<file path="src/rtl/core/u8u16_pkg.sv">
// ----------------------------------------------------------------------------
// u8u16_pkg
// Shared types and constants of the utf-8 to utf-16 transcoder.
// ----------------------------------------------------------------------------
`default_nettype none

package u8u16_pkg;

	// byte class limits
	localparam logic [7:0] ASCII_MAX = 8'h7F;
	localparam logic [7:0] CONT_MIN  = 8'h80;
	localparam logic [7:0] CONT_MAX  = 8'hBF;
	localparam logic [7:0] LEAD2_MAX = 8'hDF;
	localparam logic [7:0] LEAD3_MAX = 8'hEF;
	localparam logic [7:0] LEAD4_MAX = 8'hF7;

	// code point limits
	localparam logic [20:0] SURR_MIN  = 21'h00D800;
	localparam logic [20:0] SURR_MAX  = 21'h00DFFF;
	localparam logic [20:0] BMP_MAX   = 21'h00FFFF;
	localparam logic [20:0] CP_MAX    = 21'h10FFFF;
	localparam logic [20:0] SUPP_BASE = 21'h010000;

	// surrogate bases
	localparam logic [15:0] HI_SURR_BASE = 16'hD800;
	localparam logic [15:0] LO_SURR_BASE = 16'hDC00;

	// command kinds handed from front to back
	localparam logic [1:0] KIND_SINGLE = 2'd0;
	localparam logic [1:0] KIND_PAIR   = 2'd1;
	localparam logic [1:0] KIND_ERROR  = 2'd2;

	typedef struct packed {
		logic [1:0]  kind;
		logic [20:0] cp;
		logic        last;
	} cmd_t;

endpackage

`default_nettype wire

</file>
<file path="src/rtl/core/u8u16_front.sv">
// ----------------------------------------------------------------------------
// u8u16_front
// Byte decoder: assembles code points and classifies them into commands.
// ----------------------------------------------------------------------------
`default_nettype none

module u8u16_front (
	input  wire                     clk,
	input  wire                     arst_n,
	input  wire                     take,
	input  wire [7:0]               byte_in,
	input  wire                     end_of_string,
	output logic                    cmd_valid,
	output u8u16_pkg::cmd_t         cmd
);

	logic [20:0] partial_q;
	logic [1:0]  remaining_q;
	logic        discarding_q;

	logic [20:0] partial_d;
	logic [1:0]  remaining_d;
	logic        discarding_d;

	logic        fail_v;
	logic        emit_v;
	logic [20:0] cp_v;
	logic [20:0] acc;
	logic [1:0]  rem_dec;
	logic        bad_cp;

	assign acc     = {partial_q[14:0], byte_in[5:0]};
	assign rem_dec = remaining_q - 2'd1;

	always_comb begin
		fail_v       = 1'b0;
		emit_v       = 1'b0;
		cp_v         = '0;
		partial_d    = partial_q;
		remaining_d  = remaining_q;
		discarding_d = discarding_q;
		cmd_valid    = 1'b0;
		cmd          = '0;

		if (remaining_q == 2'd0) begin
			priority if (byte_in <= u8u16_pkg::ASCII_MAX) begin
				emit_v = 1'b1;
				cp_v   = {13'd0, byte_in};
			end else if (byte_in <= u8u16_pkg::CONT_MAX) begin
				fail_v = 1'b1;
			end else if (byte_in <= u8u16_pkg::LEAD2_MAX) begin
				partial_d   = {16'd0, byte_in[4:0]};
				remaining_d = 2'd1;
				fail_v      = end_of_string;
			end else if (byte_in <= u8u16_pkg::LEAD3_MAX) begin
				partial_d   = {17'd0, byte_in[3:0]};
				remaining_d = 2'd2;
				fail_v      = end_of_string;
			end else if (byte_in <= u8u16_pkg::LEAD4_MAX) begin
				partial_d   = {18'd0, byte_in[2:0]};
				remaining_d = 2'd3;
				fail_v      = end_of_string;
			end else begin
				fail_v = 1'b1;
			end
		end else if (byte_in < u8u16_pkg::CONT_MIN || byte_in > u8u16_pkg::CONT_MAX) begin
			fail_v = 1'b1;
		end else if (rem_dec != 2'd0) begin
			partial_d   = acc;
			remaining_d = rem_dec;
			fail_v      = end_of_string;
		end else begin
			emit_v = 1'b1;
			cp_v   = acc;
		end

		bad_cp = (cp_v >= u8u16_pkg::SURR_MIN && cp_v <= u8u16_pkg::SURR_MAX)
			|| (cp_v > u8u16_pkg::CP_MAX);

		if (discarding_q) begin
			// string already failed: swallow bytes until the end mark
			if (end_of_string) begin
				cmd_valid    = 1'b1;
				cmd.kind     = u8u16_pkg::KIND_ERROR;
				cmd.last     = 1'b1;
				partial_d    = '0;
				remaining_d  = 2'd0;
				discarding_d = 1'b0;
			end else begin
				partial_d   = partial_q;
				remaining_d = remaining_q;
			end
		end else if (fail_v || (emit_v && bad_cp)) begin
			partial_d   = '0;
			remaining_d = 2'd0;
			if (end_of_string) begin
				cmd_valid = 1'b1;
				cmd.kind  = u8u16_pkg::KIND_ERROR;
				cmd.last  = 1'b1;
			end else begin
				discarding_d = 1'b1;
			end
		end else if (emit_v) begin
			cmd_valid   = 1'b1;
			cmd.kind    = (cp_v > u8u16_pkg::BMP_MAX) ? u8u16_pkg::KIND_PAIR
				: u8u16_pkg::KIND_SINGLE;
			cmd.cp      = cp_v;
			cmd.last    = end_of_string;
			partial_d   = '0;
			remaining_d = 2'd0;
		end

		if (!take) begin
			cmd_valid = 1'b0;
		end
	end

	always_ff @(posedge clk or negedge arst_n) begin
		if (!arst_n) begin
			partial_q    <= '0;
			remaining_q  <= 2'd0;
			discarding_q <= 1'b0;
		end else if (take) begin
			partial_q    <= partial_d;
			remaining_q  <= remaining_d;
			discarding_q <= discarding_d;
		end
	end

endmodule

`default_nettype wire

</file>
<file path="src/rtl/core/u8u16_cmd_fifo.sv">
// ----------------------------------------------------------------------------
// u8u16_cmd_fifo
// Small command queue between decoder and unit emitter.
// ----------------------------------------------------------------------------
`default_nettype none

module u8u16_cmd_fifo #(
	parameter int DEPTH = 4
) (
	input  wire                     clk,
	input  wire                     arst_n,
	input  wire                     push,
	input  wire u8u16_pkg::cmd_t    push_cmd,
	input  wire                     pop,
	output logic                    full,
	output logic                    empty,
	output u8u16_pkg::cmd_t         head
);

	localparam int PW = (DEPTH > 1) ? $clog2(DEPTH) : 1;
	localparam int CW = $clog2(DEPTH + 1);
	localparam logic [PW-1:0] LAST_PTR = PW'(DEPTH - 1);
	localparam logic [CW-1:0] FULL_CNT = CW'(DEPTH);

	u8u16_pkg::cmd_t mem_q [DEPTH];
	logic [PW-1:0]   wr_ptr_q;
	logic [PW-1:0]   rd_ptr_q;
	logic [CW-1:0]   count_q;

	assign full  = (count_q == FULL_CNT);
	assign empty = (count_q == '0);
	assign head  = mem_q[rd_ptr_q];

	always_ff @(posedge clk) begin
		if (push) begin
			mem_q[wr_ptr_q] <= push_cmd;
		end
	end

	always_ff @(posedge clk or negedge arst_n) begin
		if (!arst_n) begin
			wr_ptr_q <= '0;
			rd_ptr_q <= '0;
			count_q  <= '0;
		end else begin
			if (push) begin
				wr_ptr_q <= (wr_ptr_q == LAST_PTR) ? '0 : wr_ptr_q + 1'b1;
			end
			if (pop) begin
				rd_ptr_q <= (rd_ptr_q == LAST_PTR) ? '0 : rd_ptr_q + 1'b1;
			end
			if (push && !pop) begin
				count_q <= count_q + 1'b1;
			end else if (pop && !push) begin
				count_q <= count_q - 1'b1;
			end
		end
	end

endmodule

`default_nettype wire

</file>
<file path="src/rtl/core/u8u16_back.sv">
// ----------------------------------------------------------------------------
// u8u16_back
// Unit emitter: turns commands into utf-16 code units in an output register.
// ----------------------------------------------------------------------------
`default_nettype none

module u8u16_back (
	input  wire                     clk,
	input  wire                     arst_n,
	input  wire                     head_valid,
	input  wire u8u16_pkg::cmd_t    head,
	output logic                    pop,
	output logic                    out_valid,
	input  wire                     out_stall,
	output logic [15:0]             code_unit,
	output logic                    error,
	output logic                    last_unit
);

	logic        valid_q;
	logic        low_half_q;
	logic [15:0] unit_q;
	logic        error_q;
	logic        last_q;

	logic        load;
	logic        is_pair;
	logic [20:0] supp;
	logic [15:0] unit_d;
	logic        error_d;
	logic        last_d;

	assign load    = head_valid && (!valid_q || !out_stall);
	assign is_pair = (head.kind == u8u16_pkg::KIND_PAIR);
	assign pop     = load && !(is_pair && !low_half_q);
	assign supp    = head.cp - u8u16_pkg::SUPP_BASE;

	always_comb begin
		unit_d  = '0;
		error_d = 1'b0;
		last_d  = head.last;
		unique case (head.kind)
			u8u16_pkg::KIND_SINGLE: unit_d = head.cp[15:0];
			u8u16_pkg::KIND_PAIR: begin
				if (low_half_q) begin
					unit_d = u8u16_pkg::LO_SURR_BASE | {6'd0, supp[9:0]};
				end else begin
					unit_d = u8u16_pkg::HI_SURR_BASE | {6'd0, supp[19:10]};
					last_d = 1'b0;
				end
			end
			u8u16_pkg::KIND_ERROR: error_d = 1'b1;
			default: unit_d = '0;
		endcase
	end

	always_ff @(posedge clk or negedge arst_n) begin
		if (!arst_n) begin
			valid_q    <= 1'b0;
			low_half_q <= 1'b0;
		end else begin
			if (load) begin
				valid_q    <= 1'b1;
				low_half_q <= is_pair && !low_half_q;
			end else if (!out_stall) begin
				valid_q <= 1'b0;
			end
		end
	end

	always_ff @(posedge clk) begin
		if (load) begin
			unit_q  <= unit_d;
			error_q <= error_d;
			last_q  <= last_d;
		end
	end

	assign out_valid = valid_q;
	assign code_unit = unit_q;
	assign error     = error_q;
	assign last_unit = last_q;

endmodule

`default_nettype wire

</file>
<file path="src/rtl/core/utf8_to_utf16_transcoder_core.sv">
// ----------------------------------------------------------------------------
// utf8_to_utf16_transcoder_core
// UTF-8 byte stream in, UTF-16 code units out, one error beat per bad string.
// ----------------------------------------------------------------------------
// usage:
//  - input channel takes one byte beat per cycle (byte_in, end_of_string)
//    under in_valid / in_stall; a beat moves when valid is high, stall low
//  - output channel gives code unit beats (code_unit, error, last_unit)
//    under out_valid / out_stall, held stable while stalled
//  - throughput: one byte per cycle while the queue is not full; a
//    supplementary code point gives two output beats (high then low surrogate)
//  - a completing byte is decoded into the queue on the edge that accepts
//    its beat; its first unit is then loaded from the queue head into the
//    output register once that register is empty or not stalled
//  - the decoder pushes into a CMD_DEPTH entry command queue; in_stall is
//    high only while that queue is full, so the input keeps flowing while
//    the receiver stalls until the queue fills up
//  - a failed string produces no units after the failure; its end byte
//    gives one beat with error and last_unit set and code_unit zero
//  - reset (arst_n low) clears the decoder state, the queue and out_valid
// ----------------------------------------------------------------------------
`default_nettype none

module utf8_to_utf16_transcoder_core #(
	parameter int CMD_DEPTH = 4
) (
	input  wire         clk,
	input  wire         arst_n,
	input  wire         in_valid,
	output logic        in_stall,
	input  wire  [7:0]  byte_in,
	input  wire         end_of_string,
	output logic        out_valid,
	input  wire         out_stall,
	output logic [15:0] code_unit,
	output logic        error,
	output logic        last_unit
);

	// front to queue
	logic                 take;
	logic                 cmd_valid;
	u8u16_pkg::cmd_t      cmd;

	// queue to back
	logic                 q_full;
	logic                 q_empty;
	logic                 q_pop;
	u8u16_pkg::cmd_t      q_head;

	assign in_stall = q_full;
	assign take     = in_valid && !q_full;

	// decoder: byte accumulation and validity checks
	u8u16_front u_front (
		.clk           (clk),
		.arst_n        (arst_n),
		.take          (take),
		.byte_in       (byte_in),
		.end_of_string (end_of_string),
		.cmd_valid     (cmd_valid),
		.cmd           (cmd)
	);

	// decouples byte intake from unit emission
	u8u16_cmd_fifo #(
		.DEPTH (CMD_DEPTH)
	) u_fifo (
		.clk      (clk),
		.arst_n   (arst_n),
		.push     (cmd_valid),
		.push_cmd (cmd),
		.pop      (q_pop),
		.full     (q_full),
		.empty    (q_empty),
		.head     (q_head)
	);

	// emitter: surrogate split and output register
	u8u16_back u_back (
		.clk        (clk),
		.arst_n     (arst_n),
		.head_valid (!q_empty),
		.head       (q_head),
		.pop        (q_pop),
		.out_valid  (out_valid),
		.out_stall  (out_stall),
		.code_unit  (code_unit),
		.error      (error),
		.last_unit  (last_unit)
	);

endmodule

`default_nettype wire

</file>
<file path="config.mk">
export PLATFORM = sky130hd
export DESIGN_NAME = utf8_to_utf16_transcoder_core
export DESIGN_NICKNAME = d
export VERILOG_FILES = /design/src/rtl/core/u8u16_pkg.sv /design/src/rtl/core/u8u16_front.sv /design/src/rtl/core/u8u16_cmd_fifo.sv /design/src/rtl/core/u8u16_back.sv /design/src/rtl/core/utf8_to_utf16_transcoder_core.sv
export SDC_FILE = /design/constraint.sdc
export NUM_CORES = 1
export LEC_CHECK = 0
export BUFFER_PORTS_ARGS = -buffer_cell sky130_fd_sc_hd__buf_2
export CAP_MARGIN = 5
export CELL_PAD_IN_SITES_DETAIL_PLACEMENT = 0
export CELL_PAD_IN_SITES_GLOBAL_PLACEMENT = 2
export CORE_ASPECT_RATIO = 1.75
export CORE_MARGIN = 2
export CORE_UTILIZATION = 41
export DETAILED_ROUTE_END_ITERATION = 16
export GPL_TIMING_DRIVEN = 0
export PLACE_DENSITY_LB_ADDON = 0.1
export SYNTH_ARGS = -nofsm -noshare
export SYNTH_HDL_FRONTEND = slang
export SYNTH_SLANG_ARGS = --single-unit
</file>
<file path="constraint.sdc">
create_clock -name clk -period 3.1 [get_ports clk]
set_input_delay 0.465 -clock clk [delete_from_list [all_inputs] [get_ports clk]]
set_output_delay 0.465 -clock clk [all_outputs]
set_load 0.1 [all_outputs]
</file>
# [After elaboration in Yosys (flattened, before gate mapping)]
# Memory sizes are Yosys's and may differ from the RTL's.
# Cells that the tools add are included.
[totals] output_inout_bits=20 ram_bits=96 inputBits=13 n_memories=1 reg_bits=45
[memory_table] name="u_fifo.mem_q" depth=4 word_bits=24 rd=1 rd_clocked_by_memory_dff=0 wr=1 line_no="u8u16_cmd_fifo.sv:25" rtl="u8u16_pkg::cmd_t mem_q [DEPTH];"
[classes] n_lt_le_gt_ge=11 reduce_logical=27 n_mux=70 n_addsub=6 eq_ne=11
[op_table] operator="$mux 15" count=12
[op_table] operator="$mux 21" count=5
[op_table] operator="$mux 2" count=17
[op_table] operator="$le 8x8->1 const B" count=4
[op_table] operator="$pmux 16 s2" count=1
[op_table] operator="$mux 1" count=30
[op_table] operator="$mux 24" count=1
[op_table] operator="$ge 21x16->1 const B" count=1
[op_table] operator="$gt 21x16->1 const B" count=1
[op_table] operator="$gt 21x21->1 const B" count=1
[op_table] operator="$le 21x16->1 const B" count=1
[op_table] operator="$sub 20x17->20 const B" count=1
[op_table] operator="$mux 11" count=1
[op_table] operator="$ne 5x3->1 const B" count=2
[op_table] operator="$gt 8x8->1 const B" count=1
[op_table] operator="$le 8x7->1 const B" count=1
[op_table] operator="$logic_and 1x1->1" count=8
[op_table] operator="$logic_not 1->1" count=8
[op_table] operator="$lt 8x8->1 const B" count=1
[op_table] operator="$mux 8" count=1
[op_table] operator="$ne 7x5->1 const B" count=1
[op_table] operator="$reduce_and 7->1" count=1
[op_table] operator="$eq 2x2->1 const B" count=3
[op_table] operator="$mux 3" count=2
[op_table] operator="other kinds (14)" count=20

# [Depth between registers and ports, before layout]
# Gate-level depths: netlist of run 1.
[logic_depth] depth_word=17 ltp_mapped=11 depth_no_buf=11

# [Hierarchy]
# Synthesis of run 1 repeated with hierarchy kept, for this count alone.
[unflattened] hier_cells=362 area_unflattened_um2=6048.3
[modules_own_cells] module="u8u16_cmd_fifo" area_each_um2=3922.5 cells_each=163 n_inst=1 seq_area_each_um2=3057.9
[modules_own_cells] module="u8u16_front" area_each_um2=1182.4 cells_each=118 n_inst=1 seq_area_each_um2=450.4
[modules_own_cells] module="u8u16_back" area_each_um2=925.9 cells_each=79 n_inst=1 seq_area_each_um2=590.6
[modules_own_cells] module="utf8_to_utf16_transcoder_core" area_each_um2=17.5 cells_each=2 n_inst=1 seq_area_each_um2=0.0

# [Worst setup path after synthesis of run 1]
# No wires, ideal clock.
[synth_path] path_kind="register -> register" startpoint="reg u_fifo.count_q[0]" endpoint="reg u_fifo.count_q[1]" required_time_ns=2.975 n_path_buf=0 stages_incl_launch_ff=8 setup_slack_ns=-1.287 setup_time_ns=0.125 synth_period_minus_slack_ns=4.387 arrival_time_ns=4.262 path_cell_list="dfrtp_1 nor3b_1 nor2b_1 o221a_4 ha_1 inv_1 fa_1 mux2_2"
[synth_via] elab_chain_cells=7 word_cells_on_any_way=17 classes_between="add/sub (2); eq/ne (1); mux (3); reduce/logical (11)"
[synth_lines] element="start, declared" line_no="u8u16_cmd_fifo.sv:28" rtl="logic [CW-1:0] count_q;"
[synth_lines] element="start signal, assigned" line_no="u8u16_cmd_fifo.sv:53" rtl="count_q <= count_q + 1'b1;"
[synth_lines] element="start signal, assigned" line_no="u8u16_cmd_fifo.sv:55" rtl="count_q <= count_q - 1'b1;"
[synth_lines] element="$eq 3x3->1 (*)" line_no="u8u16_cmd_fifo.sv:30" rtl="assign full = (count_q == FULL_CNT);"
[synth_lines] element="via in_stall" line_no="utf8_to_utf16_transcoder_core.sv:30" rtl="output logic in_stall,"
[synth_lines] element="$logic_not 1->1 (*)" line_no="utf8_to_utf16_transcoder_core.sv:52" rtl="assign take = in_valid && !q_full;"
[synth_lines] element="$logic_and 1x1->1 (*)" line_no="utf8_to_utf16_transcoder_core.sv:52"
[synth_lines] element="$mux 1 (*)" line_no="u8u16_front.sv:113" rtl="if (!take) begin"
[synth_lines] element="via cmd_valid" line_no="utf8_to_utf16_transcoder_core.sv:42" rtl="logic cmd_valid;"
[synth_lines] element="$logic_not 1->1" line_no="u8u16_cmd_fifo.sv:54" rtl="end else if (pop && !push) begin"
[synth_lines] element="$logic_and 1x1->1" line_no="u8u16_cmd_fifo.sv:54"
[synth_lines] element="$reduce_bool 2->1 (no line)"
# Mark *: on every way through the listed nets, which the timed path passes. The rest lies on a longest branch. The select of a mux whose other input is x is not followed.
# A chain may end at the register's enable or synchronous reset.

# [Worst setup path in the final report of run 1]
[layout_path] startpoint="reg u_front.partial_q[13]" endpoint="reg u_fifo.count_q[1]"
[layout_via] elab_chain_cells=14 word_cells_on_any_way=18 classes_between="order compare (3); mux (7); reduce/logical (8)"
[layout_lines] element="start, declared" line_no="u8u16_front.sv:17" rtl="logic [20:0] partial_q;"
[layout_lines] element="start signal, assigned" line_no="u8u16_front.sv:124" rtl="partial_q <= partial_d;"
[layout_lines] element="$mux 21 (*)" line_no="u8u16_front.sv:68" rtl="end else if (rem_dec != 2'd0) begin"
[layout_lines] element="$mux 21 (*)" line_no="u8u16_front.sv:66" rtl="end else if (byte_in < u8u16_pkg::CONT_MIN || byte_in > u8u16_pkg::CONT_MAX) begin"
[layout_lines] element="$mux 21 (*)" line_no="u8u16_front.sv:45" rtl="if (remaining_q == 2'd0) begin"
[layout_lines] element="$ge 21x16->1 / $le 21x16->1 (equally long branches)" line_no="u8u16_front.sv:77" rtl="bad_cp = (cp_v >= u8u16_pkg::SURR_MIN && cp_v <= u8u16_pkg::SURR_MAX)"
[layout_lines] element="$logic_and 1x1->1" line_no="u8u16_front.sv:77"
[layout_lines] element="$logic_or 1x1->1 (*)" line_no="u8u16_front.sv:78" rtl="|| (cp_v > u8u16_pkg::CP_MAX);"
[layout_lines] element="$logic_and 1x1->1 (*)" line_no="u8u16_front.sv:93" rtl="end else if (fail_v || (emit_v && bad_cp)) begin"
[layout_lines] element="$logic_or 1x1->1 (*)" line_no="u8u16_front.sv:93"
[layout_lines] element="$mux 1 (*)" line_no="u8u16_front.sv:93"
[layout_lines] element="$mux 1 (*)" line_no="u8u16_front.sv:80" rtl="if (discarding_q) begin"
[layout_lines] element="$mux 1 (*)" line_no="u8u16_front.sv:113"
[layout_lines] element="via cmd_valid" line_no="utf8_to_utf16_transcoder_core.sv:42"
[layout_lines] element="$logic_not 1->1" line_no="u8u16_cmd_fifo.sv:54"
[layout_lines] element="$logic_and 1x1->1" line_no="u8u16_cmd_fifo.sv:54"
[layout_lines] element="$reduce_bool 2->1 (no line)"
# Mark *: on every way through the listed nets, which the timed path passes. The rest lies on a longest branch.

==> impl_metrics.toml, run 1 <==
[routing]
antenna_left = 0
post_drt_wl_per_cell_um = 19.8
vias_per_cell = 5.23
drtPass1Iterations = 4
wl_um = 11500
drc = 0
dr_total_vias = 3038
drt_iter0_markers = 127

[global_route]
grt_pass1_wl_um = 18500
grt_max_degree = 28
grt_pass1_vias = 3225
grt.overflow.total = 0
antenna_found_initial = 0
grt_use_total_pct = 16.9

[placement]
gp_congestion = 0.740
placed_area_mm2 = 0.00608
dp_hpwl_um = 8100
dp_cells = 549
port_buffers = 32
dp_slack_ps = -308

[synthesis]
synth_edf_count = 110
synth.distinct_cells = 49
avgSynthCellArea_um2 = 16.7
synth_ff_type = "edfxtp_1"
synthesis.nets = 361
seq_area_frac_synth_pct = 70.0
synth_cells = 340
synth.cell_area_mm2 = 0.00568
ys_warn_count = 0
ys_seq_elements = 137
async_reset_ff_share_pct = 19.7

[power_and_ir_drop]
total_power_mw = 7.62
p_per_area_mw_per_mm2 = 1130
ir_drop_uv = 402
p_leak_nw = 2.55

[clock_tree]
clkTransAtPathRegs_ps = 60
tritoncts = "yes"
htreeDepth = 4
cts_buffer_depth = 2
cts_setup_buffers = 0
clock_sinks = 137
cts-root-buf = "clkbuf_16"
cts_buffers = 17
worstSkewPairLatency_ps = 410
cts_hold_buf = 0

[final_layout]
fin_area_mm2 = 0.00675
synthToLayoutAreaGrowth_pct = 18.7
post-route-util_pct = 49.3
final_cell_mix = "edfxtp_1, buf_2, dfrtp_1"
diodes = 0
fin_cells = 581
drive_above_1_share_pct = 28.2
final_nets = 412
final_common_cell = "edfxtp_1"

[worst_setup_path]
worstSetupPathType = "flip-flop to flip-flop"
required_ps = 3390
startpoint_type = "flip-flop"
worstPathArrival_ps = 3200
cp-end-kind = "flip-flop"
critPathMaxFanout = 7

[timing]
drv_slew = 0
slew-limit-headroom_pct = 51.3
hold_viol = 0
worst_slew_pin_slew_ps = 730
hold_slack_ps = 89.4
period_share_pct = 93.8
tns_ps = 0
rsz0062_at_grt = "no"
layout_setup_ws_ps = 192
fin_crit_ps = 2910
clock_skew_ps = 9.44
setup_violations = 0
max_freq_ghz = 0.344

[floorplanning]
core.rowCount = 57
die_w_um = 93.0
initial_utilization_pct = 41.5
io-pin-count = 33
dieArea_mm2 = 0.0149
core_area_mm2 = 0.0137
die_h_um = 160

[flow_run]
maxCapViolCount = 0

[min_path]
min_path_type = "input pin to asynchronous set/reset pin"

[run_status]
outcome = "finished clean"
worst paths after layout:
kind | slack [ps] | cells after the start | endpoint | from
hold / removal | 90 | 1 | u_fifo.count_q[2]$_DFFE_PN0P_ | arst_n
min in group clk | 310 | 3 | u_back.out_valid$_DFFE_PN0P_ | out_stall
setup / recovery | 190 | 9 | u_fifo.count_q[1]$_DFFE_PN0P_ | u_front.partial_q[13]$_DFFE_PN0P_
setup reg to reg | 190 | 9 | u_fifo.count_q[1]$_DFFE_PN0P_ | u_front.partial_q[13]$_DFFE_PN0P_
hold reg to reg | 490 | 1 | u_fifo.count_q[2]$_DFFE_PN0P_ | u_fifo.count_q[2]$_DFFE_PN0P_
max in group asynchronous | 2570 | 1 | u_front.partial_q[8]$_DFFE_PN0P_ | arst_n
timing repair:
item                       in CTS  in global routing
resized for setup               5                  1
setup endpoints to repair      93                  1
pin swaps                       0                  0
synthesized netlist by cell type, types with 2 or more instances:
| cell | instances | area share (%) |
|---|---|---|
| a22o_1 | 13 | 2.0 |
| nor2b_1 | 5 | 0.55 |
| mux2_2 | 2 | 0.40 |
| a211oi_1 | 2 | 0.26 |
| xnor2_1 | 4 | 0.62 |
| nand3b_1 | 2 | 0.26 |
| buf_4 | 2 | 0.26 |
| and3_1 | 20 | 2.2 |
| mux2i_1 | 2 | 0.35 |
| edfxtp_1 | 110 | 58 |
| nor2_1 | 19 | 1.3 |
| nor3b_1 | 3 | 0.40 |
| a21oi_1 | 13 | 1.1 |
| nand2b_1 | 3 | 0.33 |
| a32o_1 | 2 | 0.35 |
| clkbuf_1 | 7 | 0.46 |
| nand2_1 | 20 | 1.3 |
| mux4_2 | 23 | 9.1 |
| nor3_1 | 5 | 0.44 |
| inv_1 | 9 | 0.59 |
| o21ai_0 | 3 | 0.26 |
| buf_2 | 6 | 0.53 |
| xor2_1 | 2 | 0.31 |
| dfrtp_1 | 27 | 12 |
| mux2_4 | 2 | 0.53 |
| ha_1 | 7 | 1.5 |
| and2_1 | 4 | 0.44 |
| o21a_1 | 2 | 0.26 |
sequential cells by signal, summed over array words and instances, names as in the netlist:
register,flops
u_fifo.count_q,3
u_fifo.rd_ptr_q,2
u_front.discarding_q,1
u_back.error,1
u_back.low_half_q,1
u_back.code_unit,16
u_front.partial_q,15
u_back.out_valid,1
u_back.last_unit,1
u_fifo.wr_ptr_q,2
u_front.remaining_q,2
u_fifo.mem_q,92
where the power goes:
part / internal, mW / switching [mW]
clock: 1.43 / 0.759
sequential: 2.48 / 0.169
combinational: 0.815 / 1.97
total: 4.72 / 2.90
routing by layer:
metal,GRT usage (%),part of all wire (%),wire length [um]
met4,6.48,2.0,225
met1,20.0,39,4530
met5,0,0,0
met3,3.11,2.3,262
met2,30.2,56,6500
worst max-delay path: stages (launching register included):
cell,delay [ps]
dfrtp_1,400
nor4_2,430
nand4_1,150
a21boi_1,400
nor2_2,120
o221a_4,320
ha_1,230
inv_1,70
fa_1,400
mux2_2,270
cell families after synthesis:
kind of cell	after synthesis	synth area share [%]
AOI/OAI and AO/OA	43	5.85
xor gates and xnor gates	6	0.924
buffers and inverters	24	1.85
DFF	137	70.0
muxes	29	10.4
and+or+nand+nor	93	9.09
adders and majority gates	8	1.89
final cells by class:
cell class	instances	area [um^2]
Sequential cell	137	3980
Fill cell	1231	6950
Clock inverter	15	226
Timing Repair Buffer	32	160
Inverter	9	33.8
Tap cell	177	221
Clock buffer	17	425
Buffer	15	71.3
Multi-Input combinational cell	179	1630
Note: power is estimated with default switching activity, not from simulation.
==> inputs of run 2 (changes only) <==
--- a/config.mk
+++ b/config.mk
@@ -10,11 +10,11 @@
 export CELL_PAD_IN_SITES_DETAIL_PLACEMENT = 0
 export CELL_PAD_IN_SITES_GLOBAL_PLACEMENT = 2
 export CORE_ASPECT_RATIO = 1.75
-export CORE_MARGIN = 2
 export CORE_UTILIZATION = 41
 export DETAILED_ROUTE_END_ITERATION = 16
 export GPL_TIMING_DRIVEN = 0
 export PLACE_DENSITY_LB_ADDON = 0.1
 export SYNTH_ARGS = -nofsm -noshare
 export SYNTH_HDL_FRONTEND = slang
+export SYNTH_HIERARCHICAL = 1
 export SYNTH_SLANG_ARGS = --single-unit
==> run 2 against run 1 <==
Against the previous run: wire length up 4.3%; final area up 3.1%; worst setup slack worse by 59 ps; sequential share of layout area down 1.8 points; largest cell class unchanged; highest routed layer unchanged.
==> impl_metrics.toml, run 2 <==
[timing]
hold_viol = 0
max_freq_ghz = 0.337
clock_skew_ps = 6.20
worst_slew_pin_slew_ps = 807
drv_slew = 0
period_share_pct = 95.7
slew-limit-headroom_pct = 46.0
rsz0062_at_grt = "no"
fin_crit_ps = 2970
setup_violations = 0
tns_ps = 0

[clock_tree]
cts-root-buf = "clkbuf_16"
clkTransAtPathRegs_ps = 60
htreeDepth = 4
clock_sinks = 137
tritoncts = "yes"
cts_buffers = 17
cts_buffer_depth = 2
worstSkewPairLatency_ps = 400

[worst_setup_path]
worstReg2RegStart = "u_fifo/rd_ptr_q[0]$_DFFE_PN0P_"
worstPathArrival_ps = 3260
path_common_cell = "buf_6"
cp_num_buf_inv = 6
max_stage_delay_ps = 530
cp-end-kind = "flip-flop"
crit_family = "multiplexers"
crit_chain = "buf_6 -> buf_12 -> mux4_2 -> buf_8 -> nand2b_1 -> buf_6 -> nor2_4 -> and2b_2 -> inv_2 -> ha_2 -> inv_1 -> fa_2 -> mux2_2"
startpoint_type = "flip-flop"
crit_slowest_cell = "mux4_2"
timing.rr.end = "u_fifo/count_q[1]$_DFFE_PN0P_"
worstSetupPathType = "flip-flop to flip-flop"
required_ps = 3390
ff2ff_path_depth = 13
critPathMaxFanout = 10
r2r_slack_ps = 130

[synthesis]
avgSynthCellArea_um2 = 16.6
synth.cell_area_mm2 = 0.00590
synth_cells = 356
ys_warn_count = 6
synthesis.nets = 377

[global_route]
grt_max_degree = 28
antenna_found_initial = 0
grt.overflow.total = 0
grt_pass1_wl_um = 18500
grt_use_total_pct = 17.4
grt_pass1_vias = 3338

[final_layout]
synthToLayoutAreaGrowth_pct = 18.0
final_nets = 434
final_common_cell = "edfxtp_1"
largest_register_ffs = 92
regMostFlops = "u_fifo/mem_q"
drive_above_1_share_pct = 31.0
nFillCells = 1225
fin_area_mm2 = 0.00695
diodes = 0
final_cell_mix = "edfxtp_1, buf_2, dfrtp_1"

[routing]
vias_per_cell = 5.18
wl_um = 12000
post_drt_wl_per_cell_um = 19.9
drt_iter0_markers = 158
antenna_left = 0
drc = 0
drtPass1Iterations = 4
dr_total_vias = 3123

[floorplanning]
dieArea_mm2 = 0.0149
initial_utilization_pct = 42.2
core.rowCount = 57
die_h_um = 161
die_w_um = 92.6
io-pin-count = 33
core_area_mm2 = 0.0140

[power_and_ir_drop]
p_per_area_mw_per_mm2 = 1110
p_clk_share_pct = 24.7
p_sw_mw = 3.03
p_leak_nw = 2.59
total_power_mw = 7.72
p_seq_share_pct = 34.3
switching_share_pct = 39.2
combPwrFrac_pct = 41.0
ir_drop_uv = 584
internal_power_mw = 4.69

[flow_run]
maxCapViolCount = 0

[min_path]
min_path_type = "input pin to asynchronous set/reset pin"

[placement]
dp_hpwl_um = 8390
gp_congestion = 0.785
port_buffers = 32
placed_area_mm2 = 0.00629

[run_status]
outcome = "finished clean"
==> run 2: power by group through the flow <==
stage	sequential [mW]	clock (mW)	combinational (mW)
global route	2.69	2.02	3.39
global placement	2.68	0	3.05
detailed placement	2.70	0	3.07
CTS	2.66	1.94	3.13
floorplan	3.56	0	1.54
finish	2.65	1.91	3.17
==> run 2: metrics by stage <==
step                      std cells  util (%)  hold slack, ps  setup slack [ps]
after floorplan                 356         -             169               253
after global placement          565      45.0             497              -654
after detailed placement        565      45.0             484              -607
after CTS                       599      49.4            95.1             -26.3
after global routing            603      49.7             121              12.8
final                           603      49.7            79.6               133
==> run 2: worst register-to-register path, stage by stage (launching register included) <==
cell      delay [ps]
dfrtp_1          360
buf_6            130
buf_12           160
mux4_2           550
buf_8            160
nand2b_1          80
buf_6            150
nor2_4            50
and2b_2          230
inv_2             50
ha_2             170
inv_1             70
fa_2             420
mux2_2           260
==> run 2: per-layer routing <==
metal  share of wire [%]  wire length, um  up-vias  global-route usage, %
met5                   0                0        -                      0
met4                 2.3              275        0                   8.25
met1                  38             4560     1568                   18.4
li1                    -                -     1474                      -
met3                 2.7              328       13                   3.08
met2                  57             6850       68                   32.7
==> run 2: worst max-delay path by stage <==
stage	start	endpoint	cells after the start
global route	u_fifo/rd_ptr_q[0]$_DFFE_PN0P_	u_fifo/count_q[1]$_DFFE_PN0P_	13
detailed placement	byte_in[6]	u_fifo/mem_q[1][0]$_DFFE_PP_	7
finish	u_fifo/rd_ptr_q[0]$_DFFE_PN0P_	u_fifo/count_q[1]$_DFFE_PN0P_	13
CTS	u_fifo/rd_ptr_q[0]$_DFFE_PN0P_	u_fifo/count_q[2]$_DFFE_PN0P_	15
floorplan	u_back/out_valid$_DFFE_PN0P_	u_fifo/count_q[1]$_DFFE_PN0P_	7
global placement	byte_in[6]	u_fifo/mem_q[0][15]$_DFFE_PP_	7
==> run 2: area by class of cell <==
class	instances	area, um^2	area share (%)
sequential	137	3980	57.2
multi-input combinational	192	1780	25.6
clock buffer	18	429	6.17
tap	177	221	3.18
timing repair buffer	38	205	2.95
buffer	17	168	2.41
clock inverter	14	133	1.91
inverter	10	37.5	0.540
==> run 2: timing repair <==
item,in CTS,in global routing
pin swaps,0,3
gates cloned,0,0
gates resized for setup,10,9
hold buffers,0,0
endpoints found under the setup margin,94,2
buffers inserted,2,4
